===== src/sv/dirr_pkg.sv =====
// ----------------------------------------------------------------------------
// dirr_pkg
// Shared types, constants and rounding helpers for the dielectric scatter unit
// ----------------------------------------------------------------------------
package dirr_pkg;

  // Q.16 one and output range
  localparam int unsigned One16  = 65536;
  localparam int          OutMax = 16384;

  // index register
  localparam int unsigned IorW     = 14;
  localparam logic [IorW-1:0] IorReset = 14'd6144;

  // eta in Q.16, saturated to 20 bits
  localparam int unsigned EtaW = 20;
  localparam logic [EtaW-1:0] EtaMax = 20'hFFFFF;
  localparam int unsigned R0W  = 17;

  // config divider
  localparam int unsigned DivDw    = 37;
  localparam int unsigned DivVw    = 21;
  localparam int unsigned DivSteps = DivDw;
  localparam int unsigned DivCntW  = $clog2(DivSteps);

  // square root pipeline
  localparam int unsigned SqW   = 50;
  localparam int unsigned SqTop = 48;
  localparam int unsigned SqN   = SqTop / 2 + 1;
  localparam int unsigned SqRw  = 25;

  // derived config values
  typedef struct packed {
    logic [EtaW-1:0] eta_in;
    logic [EtaW-1:0] eta_out;
    logic [R0W-1:0]  r0_in;
    logic [R0W-1:0]  r0_out;
    logic            busy;
  } cfg_res_t;

  // word side data carried through the square root
  typedef struct packed {
    logic [2:0][15:0] n;
    logic [2:0][36:0] ed;
    logic [2:0][15:0] ro;
    logic [25:0]      etadn;
    logic             refl;
    logic             kneg;
  } side_t;

  // shift right, round half away from zero
  function automatic logic signed [63:0] rshr(input logic signed [63:0] v,
                                             input int unsigned s);
    logic [63:0] h;
    logic [63:0] m;
    h = 64'd1 << (s - 1);
    m = 64'(-v);
    if (!v[63]) begin
      rshr = $signed((64'(v) + h) >> s);
    end else begin
      rshr = -$signed((m + h) >> s);
    end
  endfunction

  // saturate to the Q1.14 unit range
  function automatic logic signed [15:0] sat14(input logic signed [63:0] v);
    if (v > 64'sd16384) begin
      sat14 = 16'sd16384;
    end else if (v < -64'sd16384) begin
      sat14 = -16'sd16384;
    end else begin
      sat14 = v[15:0];
    end
  endfunction

endpackage


===== src/sv/dirr_cfg.sv =====
// ----------------------------------------------------------------------------
// dirr_cfg
// Index register and sequencer deriving eta and r0 with a bit-serial divider
// ----------------------------------------------------------------------------
module dirr_cfg import dirr_pkg::*; (
  input  logic            clk_i,
  input  logic            rst_ni,
  input  logic            cfg_we_i,
  input  logic [IorW-1:0] cfg_wdata_i,
  output cfg_res_t        cfg_o
);

  localparam logic [2:0] StLd1  = 3'd0;
  localparam logic [2:0] StRun1 = 3'd1;
  localparam logic [2:0] StLd2  = 3'd2;
  localparam logic [2:0] StRun2 = 3'd3;
  localparam logic [2:0] StLd3  = 3'd4;
  localparam logic [2:0] StRun3 = 3'd5;
  localparam logic [2:0] StDone = 3'd6;

  logic [IorW-1:0]    ior_q;
  logic [2:0]         state_q;
  logic [DivDw-1:0]   dvd_q;
  logic [DivVw-1:0]   dvs_q;
  logic [DivVw:0]     rem_q;
  logic [DivCntW-1:0] cnt_q;
  logic [EtaW-1:0]    eta_out_q;
  logic [R0W-1:0]     r0_out_q;
  logic [R0W-1:0]     r0_in_q;

  logic [EtaW-1:0]  eta_in;
  logic [EtaW-1:0]  eta_sel;
  logic [DivVw-1:0] num;
  logic [DivVw-1:0] den;
  logic [DivVw:0]   rem_sh;
  logic             ge;
  logic [DivVw:0]   rem_nx;
  logic [DivDw-1:0] dvd_nx;
  logic             last;

  assign eta_in = EtaW'({ior_q, 4'b0000});

  // r0 operands
  assign eta_sel = (state_q == StLd2) ? eta_out_q : eta_in;
  assign num = (eta_sel > EtaW'(One16)) ? DivVw'(eta_sel) - DivVw'(One16)
                                        : DivVw'(One16) - DivVw'(eta_sel);
  assign den = DivVw'(One16) + DivVw'(eta_sel);

  // one restoring divide step
  assign rem_sh = {rem_q[DivVw-1:0], dvd_q[DivDw-1]};
  assign ge     = rem_sh >= {1'b0, dvs_q};
  assign rem_nx = ge ? rem_sh - {1'b0, dvs_q} : rem_sh;
  assign dvd_nx = {dvd_q[DivDw-2:0], ge};
  assign last   = cnt_q == DivCntW'(DivSteps - 1);

  // sequencer
  always_ff @(posedge clk_i or negedge rst_ni) begin
    if (!rst_ni) begin
      ior_q     <= IorReset;
      state_q   <= StLd1;
      dvd_q     <= '0;
      dvs_q     <= '0;
      rem_q     <= '0;
      cnt_q     <= '0;
      eta_out_q <= '0;
      r0_out_q  <= '0;
      r0_in_q   <= '0;
    end else if (cfg_we_i) begin
      ior_q   <= cfg_wdata_i;
      state_q <= StLd1;
    end else begin
      unique case (state_q)
        StLd1: begin
          dvd_q   <= DivDw'(29'd268435456) + DivDw'(ior_q >> 1);
          dvs_q   <= DivVw'(ior_q);
          rem_q   <= '0;
          cnt_q   <= '0;
          state_q <= StRun1;
        end
        StLd2, StLd3: begin
          dvd_q   <= {num[DivDw-17:0], 16'h0000} + DivDw'(den >> 1);
          dvs_q   <= den;
          rem_q   <= '0;
          cnt_q   <= '0;
          state_q <= (state_q == StLd2) ? StRun2 : StRun3;
        end
        StRun1, StRun2, StRun3: begin
          dvd_q <= dvd_nx;
          rem_q <= rem_nx;
          cnt_q <= cnt_q + 1'b1;
          if (last) begin
            if (state_q == StRun1) begin
              eta_out_q <= (dvd_nx > DivDw'(EtaMax)) ? EtaMax : dvd_nx[EtaW-1:0];
              state_q   <= StLd2;
            end else if (state_q == StRun2) begin
              r0_out_q <= dvd_nx[R0W-1:0];
              state_q  <= StLd3;
            end else begin
              r0_in_q <= dvd_nx[R0W-1:0];
              state_q <= StDone;
            end
          end
        end
        default: begin
          state_q <= StDone;
        end
      endcase
    end
  end

  assign cfg_o.eta_in  = eta_in;
  assign cfg_o.eta_out = eta_out_q;
  assign cfg_o.r0_in   = r0_in_q;
  assign cfg_o.r0_out  = r0_out_q;
  assign cfg_o.busy    = state_q != StDone;

endmodule


===== config.mk =====
export PLATFORM = sky130hd
export DESIGN_NAME = dirr_cfg
export DESIGN_NICKNAME = d
export VERILOG_FILES = /design/src/sv/dirr_pkg.sv /design/src/sv/dirr_cfg.sv
export SDC_FILE = /design/constraint.sdc
export NUM_CORES = 1
export LEC_CHECK = 0
export ABC_AREA = 1
export CORE_MARGIN = 2
export CORE_UTILIZATION = 55
export DETAILED_ROUTE_END_ITERATION = 6
export DONT_BUFFER_PORTS = 1
export GPL_TIMING_DRIVEN = 0
export HOLD_SLACK_MARGIN = 0.1
export PLACE_DENSITY = 0.77
export SLEW_MARGIN = 25
export SYNTH_ARGS = -nofsm -noshare
export SYNTH_HDL_FRONTEND = slang
export SYNTH_SLANG_ARGS = --single-unit

===== constraint.sdc =====
create_clock -name clk_i -period 5.88 [get_ports clk_i]
set_clock_uncertainty 0.2 [all_clocks]
set_input_delay 0.588 -clock clk_i [delete_from_list [all_inputs] [get_ports clk_i]]
set_output_delay 0.588 -clock clk_i [all_outputs]
set_load 0.02 [all_outputs]

==> out/qor.yml <==
run_status: "completed"
endpoint_kind: "register"
synth_flop_cell: "sky130_fd_sc_hd__dfrtp_1"
maxSlewHeadroom_pct: 40.0
cts_buffers: 17
total_power_w: 0.00475
holdBufCountCts: 13
grt_pass1_vias: 8733
worstPathMaxFanout: 10
achievable-frequency_mhz: 200
synthesis_to_finish_area_growth_pct: 11.1
cts_post_setup_buffers_inserted: 0
power_density_nw_per_um2: 446
slew_violations: 0
reg_clk_slew_reported_paths_ns: 0.07
place.detailed.hpwl_um: 22500
diodes: 0
worst_ir_drop_vdd_uv: 283
cts_resized: 0
initial_utilization_pct: 55.8
initialDrtViolationCount: 771
fillerInstances: 1561
crit_path_start_kind: "register"
cts.sinks: 156
grt_first_pass_wirelength_um: 48200
synth-simple-area-share_pct: 25.6
die-area_um2: 18500
dp_cells: 1487
synth-compound-area-share_pct: 17.7
drv_cap: 0
io_buffers: 0
tightestPinTransition_ns: 0.892
track_usage_pct: 34.4
pwr-share-clk_pct: 24.0
detail-route-antenna-nets: 0
finalSetupViolations: 0
clock_tree.root_cell: "sky130_fd_sc_hd__clkbuf_16"
grt_antenna_before_repair: 0
worst_slack_ns: 0.872
place_ws_ns: 0.996
h-tree-depth: 4
placed_cell_area_um2: 9880
syn-instance-count: 1257
static-leakage-power_nw: 5.01
worstSkewPairLatency_ns: 0.44
power.share.combinational_pct: 45.6
final_area_um2: 10600
worst-r2r-cell-count: 32
fin_setup_tns_ns: 0
dieWidth_um: 136
multi_input_comb_area_um2: 4840
drt-pass1-iter-count: 5
crit_path_max_incr_delay_ns: 0.57
post_synthesis_instance_area_um2: 9580
internal_power_w: 0.00256
tritoncts: "yes"
nets: 1346
routed-via-count: 9089
post_synth_xor_area_fraction_pct: 2.39
ys_seq_area_share_pct: 40.8
min_path_type: "primary input to register"
grt_max_degree: 157
critPathMostFrequentCell: "sky130_fd_sc_hd__nor2_1"
finalHoldViolCount: 0
ioPinCount: 92
seqCellArea_um2: 3910
cts-root-to-sink-buffers: 2
seqPwrFrac_pct: 30.4
synth_top_family_by_area: "simple AND/OR/NAND/NOR gates"
globalRouteOverflowTotal: 0
cpMaxStageDelayCell: "sky130_fd_sc_hd__dfrtp_1"
yosysWarnings: 0
syn_area_per_cell_um2: 7.62
unrepaired_setup_endpoints_after_global_routing: "no"
route.detailed.vias_per_inst: 5.93
number_of_synthesized_flops_with_an_enable_pin: 0
fp_rows: 48
sw_frac_of_total_pct: 46.0
wirelength_um: 30600
layout-drive-gt1-share_pct: 9.25
post_drt_wl_per_cell_um: 20.0
die-height_um: 136
worst_ep_required_ns: 6.04
hold-path-cell-count: 2
gpl_congestion: 0.986
path_class: "register to register"
synth_cell_types: 55
stdcell_count: 1533
post_synth_fa_ha_maj_area_fraction_pct: 4.60
synth_mux_area_share_pct: 0
drc_errors: 0
power.net_switching_w: 0.00219
postSynthRegisterBits: 156
core_um2: 17200
period_minus_slack_ns: 5.01
worst_ep_arrival_time_ns: 5.16
layout_worst_path_cycle_share_pct: 85.2
ys_async_sr_fraction_pct: 100
layer usage:
metal / global-route usage (%) / wire length [um]
met5: 0 / 0
met4: 18.5 / 1690
met3: 7.61 / 2600
met2: 52.9 / 13500
met1: 45.4 / 12800
power groups by stage:
stage	clock (W)	sequential, W	combinational [W]
finish	0.00114	0.00144	0.00217
global route	0.00119	0.00146	0.00241
CTS	0.00114	0.00144	0.00213
detailed placement	0	0.00146	0.00207
global placement	0	0.00145	0.00204
floorplan	0	0.00141	0.00157
sequential cells by signal, summed over array words and instances, names as in the netlist:
| signal | cells |
|---|---|
| cnt_q | 6 |
| dvd_q | 37 |
| dvs_q | 21 |
| eta_out_q | 20 |
| ior_q | 14 |
| r0_in_q | 17 |
| r0_out_q | 17 |
| rem_q | 21 |
| state_q | 3 |
layout by cell type, fill, tap and decap left out, types with 4 or more instances in the layout:
master / instances
sky130_fd_sc_hd__o21ai_1: 8
sky130_fd_sc_hd__a32o_1: 6
sky130_fd_sc_hd__nor2_1: 114
sky130_fd_sc_hd__a22oi_1: 11
sky130_fd_sc_hd__a31oi_1: 24
sky130_fd_sc_hd__buf_4: 8
sky130_fd_sc_hd__nor4_1: 9
sky130_fd_sc_hd__clkinv_8: 5
sky130_fd_sc_hd__o21ai_0: 104
sky130_fd_sc_hd__inv_2: 7
sky130_fd_sc_hd__o22ai_1: 19
sky130_fd_sc_hd__inv_1: 142
sky130_fd_sc_hd__nand2_4: 4
sky130_fd_sc_hd__nand2_1: 277
sky130_fd_sc_hd__nand3_1: 64
sky130_fd_sc_hd__nand2_2: 19
sky130_fd_sc_hd__nand4_1: 12
sky130_fd_sc_hd__dlygate4sd3_1: 13
sky130_fd_sc_hd__inv_8: 5
sky130_fd_sc_hd__nor3_1: 10
sky130_fd_sc_hd__nor2_2: 9
sky130_fd_sc_hd__clkbuf_16: 17
sky130_fd_sc_hd__dfrtp_1: 154
sky130_fd_sc_hd__conb_1: 6
sky130_fd_sc_hd__o211ai_1: 7
sky130_fd_sc_hd__a21oi_1: 85
sky130_fd_sc_hd__xor2_1: 12
sky130_fd_sc_hd__nor2_4: 11
sky130_fd_sc_hd__xnor2_1: 11
sky130_fd_sc_hd__a21o_1: 5
sky130_fd_sc_hd__o21ai_2: 8
sky130_fd_sc_hd__buf_6: 5
sky130_fd_sc_hd__ha_1: 32
sky130_fd_sc_hd__clkbuf_1: 39
synthesized netlist by cell type (9+ instances only):
master / count / area share [%]
sky130_fd_sc_hd__o21ai_0: 104 / 5.4
sky130_fd_sc_hd__a21oi_1: 85 / 4.4
sky130_fd_sc_hd__ha_1: 32 / 4.2
sky130_fd_sc_hd__xnor2_1: 11 / 1.0
sky130_fd_sc_hd__dfrtp_1: 154 / 40
sky130_fd_sc_hd__nor4_1: 9 / 0.59
sky130_fd_sc_hd__nor3_1: 10 / 0.52
sky130_fd_sc_hd__o22ai_1: 19 / 1.2
sky130_fd_sc_hd__nor2_4: 11 / 1.3
sky130_fd_sc_hd__clkbuf_1: 39 / 1.5
sky130_fd_sc_hd__nand3_1: 64 / 3.3
sky130_fd_sc_hd__a31oi_1: 24 / 1.6
sky130_fd_sc_hd__xor2_1: 12 / 1.1
sky130_fd_sc_hd__nor2_1: 114 / 4.5
sky130_fd_sc_hd__nor2_2: 9 / 0.59
sky130_fd_sc_hd__nand4_1: 12 / 0.78
sky130_fd_sc_hd__nand2_1: 277 / 11
sky130_fd_sc_hd__a22oi_1: 11 / 0.86
sky130_fd_sc_hd__nand2_2: 19 / 1.2
sky130_fd_sc_hd__inv_1: 142 / 5.6
final timing paths:
check | slack (ns) | endpoint | from
min in group asynchronous | 0.67 | dvs_q[11]$_DFFE_PN0P_ | rst_ni
worst max register to register | 0.87 | dvd_q[33]$_DFFE_PN0P_ | state_q[2]$_DFFE_PN0P_
worst min register to register | 0.30 | dvs_q[7]$_DFFE_PN0P_ | dvs_q[7]$_DFFE_PN0P_
max in group asynchronous | 4.20 | dvd_q[27]$_DFFE_PN0P_ | rst_ni
worst max-delay path | 0.87 | dvd_q[33]$_DFFE_PN0P_ | state_q[2]$_DFFE_PN0P_
worst min-delay path | 0.12 | ior_q[9]$_DFFE_PN0P_ | cfg_wdata_i[9]
critical path: cells and delay by family, from the launching register on:
kind / cells / cell delay, ns
buf+inv: 6 / 0.70
simple gates: 21 / 2.53
fa+ha+maj: 2 / 0.55
flops: 1 / 0.57
compound gates: 2 / 0.21
xor+xnor: 1 / 0.16
cell type report:
class	instances	area share [%]
clock buffer	18	4.12
multi-input combinational	899	45.5
inverter	153	5.46
clock inverter	14	1.60
sequential	156	36.7
tap	225	2.64
buffer	54	2.55
timing repair buffer	14	1.48
cell families after synthesis:
logic type               count (synthesis)
AND/OR/NAND/NOR                        542
AO/OA/AOI/OAI                          293
buffers and inverters                  207
flip-flops                             156
adder cells (fa/ha/maj)                 34
XOR/XNOR                                24
other                                    1
through the flow:
step | utilization, % | hold slack [ns]
5_1_grt | 62.0 | 0.127
3_3_place_gp | 57.5 | 0.0972
6_report | 62.0 | 0.115
2_1_floorplan | - | 0.0924
3_5_place_dp | 57.5 | 0.0977
4_1_cts | 61.9 | 0.106
Power figures use the tool's default switching activity.
